[config.mk]
export PLATFORM = sky130hd
export DESIGN_NAME = bitmap_priority_ready_queue
export DESIGN_NICKNAME = d
export VERILOG_FILES = /design/src/hw/rtl/brq_pkg.sv /design/src/hw/rtl/brq_front.sv /design/src/hw/rtl/brq_back.sv /design/src/hw/rtl/bitmap_priority_ready_queue.sv
export SDC_FILE = /design/constraint.sdc
export NUM_CORES = 2
export LEC_CHECK = 0
export ABC_AREA = 1
export BUFFER_PORTS_ARGS = -buffer_cell sky130_fd_sc_hd__buf_2
export CAP_MARGIN = 10
export CELL_PAD_IN_SITES_DETAIL_PLACEMENT = 2
export CELL_PAD_IN_SITES_GLOBAL_PLACEMENT = 2
export CORE_UTILIZATION = 25
export CTS_CLUSTER_DIAMETER = 50
export DETAILED_ROUTE_END_ITERATION = 8
export HOLD_SLACK_MARGIN = 0.06
export MAX_ROUTING_LAYER = met4
export PLACE_DENSITY_LB_ADDON = 0.1
export REMOVE_ABC_BUFFERS = 1
export SYNTH_ARGS = -nofsm -noshare
export SYNTH_HDL_FRONTEND = slang
export SYNTH_SLANG_ARGS = --single-unit
export TNS_END_PERCENT = 50
[constraint.sdc]
create_clock -name clk_i -period 10.6 [get_ports clk_i]
set_clock_uncertainty 0.2 [all_clocks]
set_input_delay 0.53 -clock clk_i [delete_from_list [all_inputs] [get_ports clk_i]]
set_output_delay 0.53 -clock clk_i [all_outputs]
set_load 0.005 [all_outputs]
[src/hw/rtl/brq_pkg.sv]
// Shared types and codes for the bitmap priority ready queue.
// No dependencies; imported by every module of the block.
`default_nettype none
package brq_pkg;

  localparam logic [1:0] OP_ENQ  = 2'd0;
  localparam logic [1:0] OP_DEQ  = 2'd1;
  localparam logic [1:0] OP_PICK = 2'd2;
  localparam logic [1:0] OP_NONE = 2'd3;

  localparam logic [1:0] ST_OK    = 2'd0;
  localparam logic [1:0] ST_DUP   = 2'd1;
  localparam logic [1:0] ST_NOTQ  = 2'd2;
  localparam logic [1:0] ST_EMPTY = 2'd3;

  typedef struct packed {
    logic [1:0] operation;
    logic [5:0] task_id;
    logic [4:0] task_prio;
    logic       cur_valid;
    logic [5:0] cur_task;
    logic [4:0] cur_prio;
  } in_t;

  typedef struct packed {
    logic [5:0] picked_task;
    logic       picked_valid;
    logic       preempt;
    logic [1:0] status;
    logic [6:0] running_count;
  } out_t;

  // classified command passed from front to back
  typedef struct packed {
    logic [1:0] op;
    logic [5:0] tid;
    logic       tid_ok;
    logic [4:0] prio;
    logic       resched;
  } cmd_t;

endpackage
`default_nettype wire

[src/hw/rtl/brq_front.sv]
// Front end: accepts input beats, classifies them, holds them in a two-entry queue.
// Depends on brq_pkg.
`default_nettype none
module brq_front #(
  parameter int NUM_TASKS = 64
) (
  input  wire              clk_i,
  input  wire              rst_ni,
  input  wire              in_valid_i,
  output logic             in_stall_o,
  input  brq_pkg::in_t     in_data_i,
  output logic             cmd_valid_o,
  input  wire              cmd_pop_i,
  output brq_pkg::cmd_t    cmd_o
);
  import brq_pkg::*;

  cmd_t       fifo_q [2];
  cmd_t       cls;
  logic       wp_q, rp_q;
  logic [1:0] cnt_q;
  logic       push, pop;

  always_comb begin
    cls.op      = in_data_i.operation;
    cls.tid     = in_data_i.task_id;
    cls.tid_ok  = (32'(in_data_i.task_id) < NUM_TASKS);
    cls.prio    = in_data_i.task_prio;
    cls.resched = in_data_i.cur_valid && (in_data_i.cur_task != in_data_i.task_id) &&
                  (in_data_i.task_prio < in_data_i.cur_prio);
  end

  assign in_stall_o  = (cnt_q == 2'd2);
  assign push        = in_valid_i && !in_stall_o;
  assign pop         = cmd_pop_i && (cnt_q != 2'd0);
  assign cmd_valid_o = (cnt_q != 2'd0);
  assign cmd_o       = fifo_q[rp_q];

  always_ff @(posedge clk_i) begin
    if (push) fifo_q[wp_q] <= cls;
  end

  always_ff @(posedge clk_i or negedge rst_ni) begin
    if (!rst_ni) begin
      wp_q  <= 1'b0;
      rp_q  <= 1'b0;
      cnt_q <= 2'd0;
    end else begin
      if (push) wp_q <= !wp_q;
      if (pop)  rp_q <= !rp_q;
      cnt_q <= cnt_q + 2'(push) - 2'(pop);
    end
  end

endmodule
`default_nettype wire

[src/hw/rtl/brq_back.sv]
// Back end: sequencer over the level and link tables, bitmap, flags and count.
// Depends on brq_pkg; fed by brq_front.
`default_nettype none
module brq_back #(
  parameter int NUM_LEVELS = 32,
  parameter int NUM_TASKS  = 64
) (
  input  wire              clk_i,
  input  wire              rst_ni,
  input  wire              cmd_valid_i,
  output logic             cmd_pop_o,
  input  brq_pkg::cmd_t    cmd_i,
  output logic             out_valid_o,
  input  wire              out_stall_i,
  output brq_pkg::out_t    out_data_o
);
  import brq_pkg::*;

  localparam int TW  = (NUM_TASKS > 1) ? $clog2(NUM_TASKS) : 1;
  localparam int LW  = $clog2(NUM_TASKS + 1);
  localparam int LVW = (NUM_LEVELS > 1) ? $clog2(NUM_LEVELS) : 1;
  localparam int CW  = $clog2(NUM_TASKS + 1);
  localparam logic [LW-1:0] NONE = LW'(NUM_TASKS);

  localparam logic [2:0] S_IDLE = 3'd0;
  localparam logic [2:0] S_TAIL = 3'd1;
  localparam logic [2:0] S_HEAD = 3'd2;
  localparam logic [2:0] S_LINK = 3'd3;
  localparam logic [2:0] S_OUT  = 3'd4;

  logic [2:0]            st_q, st_d;
  logic [NUM_LEVELS-1:0] bm_q, bm_d;
  logic [NUM_TASKS-1:0]  flag_q, flag_d;
  logic [CW-1:0]         cnt_q, cnt_d;
  logic [TW-1:0]         tid_q, tid_d;
  logic [LVW-1:0]        lv_q, lv_d;
  logic                  rsch_q, rsch_d, pick_q, pick_d;
  out_t                  res_q, res_d;

  logic [TW-1:0]  head_mem [NUM_LEVELS];
  logic [TW-1:0]  tail_mem [NUM_LEVELS];
  logic [LW-1:0]  next_mem [NUM_TASKS];
  logic [LW-1:0]  prev_mem [NUM_TASKS];
  logic [LVW-1:0] lvl_mem  [NUM_TASKS];

  logic           head_we, head_re, tail_we, tail_re;
  logic [LVW-1:0] head_wa, head_ra, tail_wa, tail_ra;
  logic [TW-1:0]  head_wd, tail_wd, head_rd, tail_rd;
  logic           next_we, prev_we, lvl_we, link_re;
  logic [TW-1:0]  next_wa, prev_wa, lvl_wa, link_ra;
  logic [LW-1:0]  next_wd, prev_wd, next_rd, prev_rd;
  logic [LVW-1:0] lvl_wd, lvl_rd;

  logic [TW-1:0]  cidx;
  logic [LVW-1:0] csat, ffs;

  assign cidx = TW'(cmd_i.tid);
  assign csat = (32'(cmd_i.prio) < NUM_LEVELS) ? LVW'(cmd_i.prio) : LVW'(NUM_LEVELS - 1);

  always_comb begin
    ffs = '0;
    for (int i = NUM_LEVELS - 1; i >= 0; i--) begin
      if (bm_q[i]) ffs = LVW'(i);
    end
  end

  always_comb begin
    st_d = st_q; bm_d = bm_q; flag_d = flag_q; cnt_d = cnt_q;
    tid_d = tid_q; lv_d = lv_q; rsch_d = rsch_q; pick_d = pick_q; res_d = res_q;
    cmd_pop_o = 1'b0;
    head_we = 1'b0; head_wa = '0; head_wd = '0; head_re = 1'b0; head_ra = '0;
    tail_we = 1'b0; tail_wa = '0; tail_wd = '0; tail_re = 1'b0; tail_ra = '0;
    next_we = 1'b0; next_wa = '0; next_wd = '0;
    prev_we = 1'b0; prev_wa = '0; prev_wd = '0;
    lvl_we = 1'b0; lvl_wa = '0; lvl_wd = '0;
    link_re = 1'b0; link_ra = '0;
    case (st_q)
      S_IDLE: begin
        if (cmd_valid_i) begin
          cmd_pop_o = 1'b1;
          res_d     = '0;
          tid_d     = cidx;
          lv_d      = csat;
          rsch_d    = cmd_i.resched;
          pick_d    = 1'b0;
          st_d      = S_OUT;
          case (cmd_i.op)
            OP_ENQ: begin
              if (!cmd_i.tid_ok) begin
                res_d.status = ST_NOTQ;
              end else if (flag_q[cidx]) begin
                res_d.status = ST_DUP;
              end else begin
                next_we = 1'b1; next_wa = cidx; next_wd = NONE;
                lvl_we  = 1'b1; lvl_wa  = cidx; lvl_wd  = csat;
                flag_d[cidx] = 1'b1;
                cnt_d = cnt_q + CW'(1);
                if (bm_q[csat]) begin
                  tail_re = 1'b1; tail_ra = csat;
                  st_d = S_TAIL;
                end else begin
                  head_we = 1'b1; head_wa = csat; head_wd = cidx;
                  tail_we = 1'b1; tail_wa = csat; tail_wd = cidx;
                  prev_we = 1'b1; prev_wa = cidx; prev_wd = NONE;
                  bm_d[csat] = 1'b1;
                  res_d.preempt = cmd_i.resched;
                end
              end
            end
            OP_DEQ: begin
              if (!cmd_i.tid_ok || !flag_q[cidx]) begin
                res_d.status = ST_NOTQ;
              end else begin
                link_re = 1'b1; link_ra = cidx;
                st_d = S_LINK;
              end
            end
            OP_PICK: begin
              if (cnt_q == '0 || bm_q == '0) begin
                res_d.status = ST_EMPTY;
              end else begin
                head_re = 1'b1; head_ra = ffs;
                st_d = S_HEAD;
              end
            end
            default: res_d.status = ST_OK;
          endcase
        end
      end
      S_TAIL: begin
        next_we = 1'b1; next_wa = tail_rd; next_wd = LW'(tid_q);
        prev_we = 1'b1; prev_wa = tid_q;   prev_wd = LW'(tail_rd);
        tail_we = 1'b1; tail_wa = lv_q;    tail_wd = tid_q;
        res_d.preempt = rsch_q;
        st_d = S_OUT;
      end
      S_HEAD: begin
        tid_d   = head_rd;
        pick_d  = 1'b1;
        link_re = 1'b1; link_ra = head_rd;
        st_d    = S_LINK;
      end
      S_LINK: begin
        // splice neighbours; a missing side updates head or tail instead
        if (prev_rd != NONE) begin
          next_we = 1'b1; next_wa = TW'(prev_rd); next_wd = next_rd;
        end else begin
          head_we = 1'b1; head_wa = lvl_rd; head_wd = TW'(next_rd);
        end
        if (next_rd != NONE) begin
          prev_we = 1'b1; prev_wa = TW'(next_rd); prev_wd = prev_rd;
        end else begin
          tail_we = 1'b1; tail_wa = lvl_rd; tail_wd = TW'(prev_rd);
        end
        if (prev_rd == NONE && next_rd == NONE) bm_d[lvl_rd] = 1'b0;
        flag_d[tid_q] = 1'b0;
        if (cnt_q != '0) cnt_d = cnt_q - CW'(1);
        res_d.picked_valid = pick_q;
        res_d.picked_task  = pick_q ? 6'(tid_q) : 6'd0;
        st_d = S_OUT;
      end
      S_OUT: begin
        if (!out_stall_i) st_d = S_IDLE;
      end
      default: st_d = S_IDLE;
    endcase
  end

  always_comb begin
    out_data_o = res_q;
    out_data_o.running_count = 7'(cnt_q);
  end
  assign out_valid_o = (st_q == S_OUT);

  always_ff @(posedge clk_i) begin
    if (head_we) head_mem[head_wa] <= head_wd;
    if (head_re) head_rd <= head_mem[head_ra];
    if (tail_we) tail_mem[tail_wa] <= tail_wd;
    if (tail_re) tail_rd <= tail_mem[tail_ra];
    if (next_we) next_mem[next_wa] <= next_wd;
    if (prev_we) prev_mem[prev_wa] <= prev_wd;
    if (lvl_we)  lvl_mem[lvl_wa]   <= lvl_wd;
    if (link_re) begin
      next_rd <= next_mem[link_ra];
      prev_rd <= prev_mem[link_ra];
      lvl_rd  <= lvl_mem[link_ra];
    end
  end

  always_ff @(posedge clk_i) begin
    tid_q  <= tid_d;
    lv_q   <= lv_d;
    rsch_q <= rsch_d;
    pick_q <= pick_d;
    res_q  <= res_d;
  end

  always_ff @(posedge clk_i or negedge rst_ni) begin
    if (!rst_ni) begin
      st_q   <= S_IDLE;
      bm_q   <= '0;
      flag_q <= '0;
      cnt_q  <= '0;
    end else begin
      st_q   <= st_d;
      bm_q   <= bm_d;
      flag_q <= flag_d;
      cnt_q  <= cnt_d;
    end
  end

endmodule
`default_nettype wire

[src/hw/rtl/bitmap_priority_ready_queue.sv]
// Top level of the bitmap priority ready queue: front queue plus table sequencer.
// Depends on brq_pkg, brq_front and brq_back.
//
//   channel | valid      | stall       | payload
//   --------+------------+-------------+------------------------
//   input   | in_valid_i | in_stall_o  | in_data_i  (in_t)
//   output  | out_valid_o| out_stall_i | out_data_o (out_t)
//
// Each beat runs from idle to the result state: a rejected command, a no-op or an
// enqueue to an empty level goes directly, an enqueue to a busy level via the tail
// state, a dequeue via the link state, a pick via the head and link states, each
// state set by a registered table read; the result holds while out_stall_i is high.
// Reset clears bitmap, queued flags and count; the tables need no clearing.
// The two-entry front queue keeps taking beats while a result stalls, until full.
`default_nettype none
module bitmap_priority_ready_queue #(
  parameter int NUM_LEVELS = 32,
  parameter int NUM_TASKS  = 64
) (
  input  wire              clk_i,
  input  wire              rst_ni,
  input  wire              in_valid_i,
  output logic             in_stall_o,
  input  brq_pkg::in_t     in_data_i,
  output logic             out_valid_o,
  input  wire              out_stall_i,
  output brq_pkg::out_t    out_data_o
);
  import brq_pkg::*;

  cmd_t cmd;
  logic cmd_valid, cmd_pop;

  // front: classify and buffer
  brq_front #(.NUM_TASKS(NUM_TASKS)) u_front (
    .clk_i, .rst_ni, .in_valid_i, .in_stall_o, .in_data_i,
    .cmd_valid_o(cmd_valid), .cmd_pop_i(cmd_pop), .cmd_o(cmd)
  );

  // back: run each command against the tables
  brq_back #(.NUM_LEVELS(NUM_LEVELS), .NUM_TASKS(NUM_TASKS)) u_back (
    .clk_i, .rst_ni, .cmd_valid_i(cmd_valid), .cmd_pop_o(cmd_pop), .cmd_i(cmd),
    .out_valid_o, .out_stall_i, .out_data_o
  );

endmodule
`default_nettype wire
==> impl_metrics.csv <==
group,metric,value,unit
status,status,"finished clean",
clocking,cts_buffer_depth,4,
clocking,cts.reportedPaths.clkPinSlew,0.06,ns
final_layout,drive_gt1_share,11.0,%
yosys,synth_area_leaders,"edfxtp_1 (68%), o21ai_0 (5.5%), nor2_1 (4.8%), dfrtp_1 (3.7%), nand3_1 (2.6%)",
clocking,htreeDepth,5,
final_layout,fin_nets,6172,
final_layout,seq_area,53300,sq um
yosys,syn_area,74500,sq um
yosys,syn_avg_cell_area,12.3,sq um
die,core_area,297000,sq um
sta,setup_viol,0,
power_and_ir_drop,report.power.total,23.5,mW
yosys,async_flop_share,6.14,%
final_layout,syn2layout_area_growth,19.5,%
placed_design,gp_congestion,0.788,
grt,grt_start_max_net_pins,171,
yosys,yosysSeqAreaShare,71.4,%
worst_setup_path,start_kind,"register",
hold_path,holdCritStartpoint,"in_data_i[23]",
worst_setup_path,crit_path_end_kind,"register",
sta,period_needed,7.36,ns
grt,grt_first_pass_wirelength,401,mm
detailed_routing,avgViaCountPerCell,4.89,
clocking,cts_buffers,289,
detailed_routing,route.detailed.drc,0,
grt,antenna_found_initial,6,
placed_design,portBuffers,47,
yosys,ys_ff_latch,1792,
hold_path,hold_class,"primary input to register",
power_and_ir_drop,peakVddDrop,0.000201,V
yosys,synth_edf_count,1682,
worst_setup_path,arrival,7.65,ns
detailed_routing,drtPass1Iterations,7,
die,start_util,25.1,%
sta,rsz0062_at_grt,"no",
yosys,ys_warn_count,0,
detailed_routing,wl_met1,129,mm
die,io_pins,48,
clocking,clock_sink_count,1792,
die,num_rows,200,
detailed_routing,wire_per_inst,26.8,microns
clocking,cts-root-buf,"clkbuf_16",
yosys,synth_top_area_share,67.8,%
grt,grt_util_all_layers,18.6,%
sta,finalCritPeriodShare,69.4,%
power_and_ir_drop,p_per_area,264,nW/um^2
worst_setup_path,crit_fanout,19,
sta,max_clock_freq,136,MHz
detailed_routing,met2_length,132,mm
placed_design,place_inst,9760,
final_layout,nFillCells,31400,
sta,tightestPinTransition,1.30,ns
die,dieArea,300000,sq um
detailed_routing,wl_met3,8.98,mm
die,die_x,548,microns
placed_design,hpwl,164,mm
detailed_routing,drtAntennaViolNets,0,
worst_setup_path,crit_type,"register to register",
final_layout,final_common_cell,"edfxtp_1",
worst_setup_path,required,10.89,ns
sta,final-max-slew-violation-count,0,
grt,grt-ovfl-total,0,
power_and_ir_drop,leakage,29.7,nW
yosys,yosysTopAreaCell,"edfxtp_1",
grt,grt_pass1_vias,55300,
final_layout,layout_common_cells,"edfxtp_1 (1682), nor2_1 (954), o21ai_0 (809), nand2_1 (465), nand3_1 (383)",
worst_setup_path,crit_path_start,"u_front.rp_q",
clocking,insertion_delay,0.89,ns
detailed_routing,routed_wl,276,mm
detailed_routing,highest_layer,"met4",
yosys,netlist_instances,6065,
detailed_routing,num_vias,50300,
final_layout,final_core_util,30.0,%
final_layout,fin_cells,10300,
worst_setup_path,r2r_start,"u_front.rp_q",
sta,worst_slew_margin_rel,13.6,%
detailed_routing,drt-initial-drc-count,2827,
die,die_h,548,microns
yosys,synth.distinct_cells,58,
run,maxCapViolCount,0,
sta,finalHoldViolCount,0,
clocking,cts_tree,"done",
yosys,synthFlopType,"edfxtp_1",
final_layout,multi_input_area,18900,sq um
-- Yosys cell counts, types with 6 or more instances --
cell type  instances
edfxtp_1        1682
nor2_1           962
o21ai_0          816
nand2_1          472
nand3_1          385
inv_1            267
clkbuf_1         265
o22ai_1          206
o221ai_1         182
o211ai_1         179
dfrtp_1          110
buf_2             87
nor3_1            50
a31oi_1           48
mux2i_1           48
a21oi_1           35
nand3b_1          35
a22oi_1           27
inv_2             23
o21ai_1           20
buf_1             18
ha_1              11
nand4_1           11
buf_4             10
o32ai_1            9
xor2_1             9
buf_6              7
xnor2_1            7
a21boi_0           6
nor3_2             6
or2_1              6
-- worst paths after layout --
kind	cells past startpoint	slack [ns]	end
max	20	3.24	u_back.prev_mem[53][3]
min	2	0.22	u_front.fifo_q[1][12]
max reg2reg	20	3.24	u_back.prev_mem[53][3]
min reg2reg	1	0.29	u_back.cnt_q[6]
max in group asynchronous	4	8.65	u_back.flag_q[5]
min in group asynchronous	3	0.24	u_front.wp_q
-- cell families after synthesis --
logic type / after synthesis / share of synthesized area (%)
buffers and inverters: 679 / 3.69
AND/OR/NAND/NOR: 1957 / 11.1
XOR/XNOR: 16 / 0.188
multiplexers: 48 / 0.644
AO/OA/AOI/OAI: 1561 / 12.8
adder cells (fa/ha/maj): 12 / 0.211
flip-flops: 1792 / 71.4
-- routing by layer --
metal,GRT usage [%],vias up
li1,-,22800
met1,24.8,26400
met2,30.2,785
met3,2.27,377
met4,4.44,0
met5,-,-
-- power by group --
| group | switching, mW | internal, mW | total [mW] |
|---|---|---|---|
| sequential | 0.293 | 8.47 | 8.77 |
| clock | 3.65 | 5.83 | 9.47 |
| combinational | 4.12 | 1.14 | 5.25 |
-- through the flow --
step	hold WS [ns]	area [sq um]	setup TNS, ns	worst slack, ns
5_1_grt	0.176	89100	0	2.77
4_1_cts	0.159	89100	0	3.07
3_5_place_dp	0.161	79300	0	3.09
3_3_place_gp	0.161	79300	0	3.11
2_1_floorplan	0.0344	72900	-119.81	-6.31
6_report	0.220	89100	0	3.24
-- state kept, by name, indices dropped and copies added, names as in the netlist, 2 cells and up --
signal	cells
u_back.next_mem	448
u_back.out_data_o	10
u_back.bm_q	32
u_front.fifo_q	28
u_back.head_rd	6
u_back.head_mem	192
u_back.next_rd	7
u_back.tail_mem	192
u_front.cnt_q	2
u_back.st_q	3
u_back.lvl_rd	5
u_back.prev_mem	448
u_back.lv_q	5
u_back.prev_rd	7
u_back.tid_q	6
u_back.cnt_q	7
u_back.lvl_mem	320
u_back.tail_rd	6
u_back.flag_q	64
-- critical path: stages, from the launching register on --
cell,delay [ns]
dfrtp_1,0.95
nand2_1,0.21
o21ai_4,0.26
inv_2,0.17
nand3_1,0.12
inv_1,0.30
a22oi_1,0.27
nand2_1,0.08
o21ai_0,0.21
nand2_1,0.08
nor2_1,0.14
nand2_2,0.19
nor3_4,0.72
inv_2,0.24
nor2_4,0.45
inv_1,0.33
o21ai_1,0.73
nand2_1,0.20
inv_1,0.14
nand2_1,0.26
nor2_1,0.68
-- repair_timing --
action | in CTS | in global routing
buffers inserted | 0 | 0
gates resized for setup | 0 | 0
hold buffers | 19 | 0
endpoints found under the hold margin | 92 | 0
-- area by class of cell --
class                      instances  area share (%)
timing repair buffer             162            1.42
inverter                         292            1.26
antenna                            2         0.00562
clock inverter                   187            2.37
clock buffer                     326            8.40
tap                             3939            5.53
multi-input combinational       3594            21.2
sequential                      1792            59.8
Note: power is estimated with default switching activity, not from simulation.
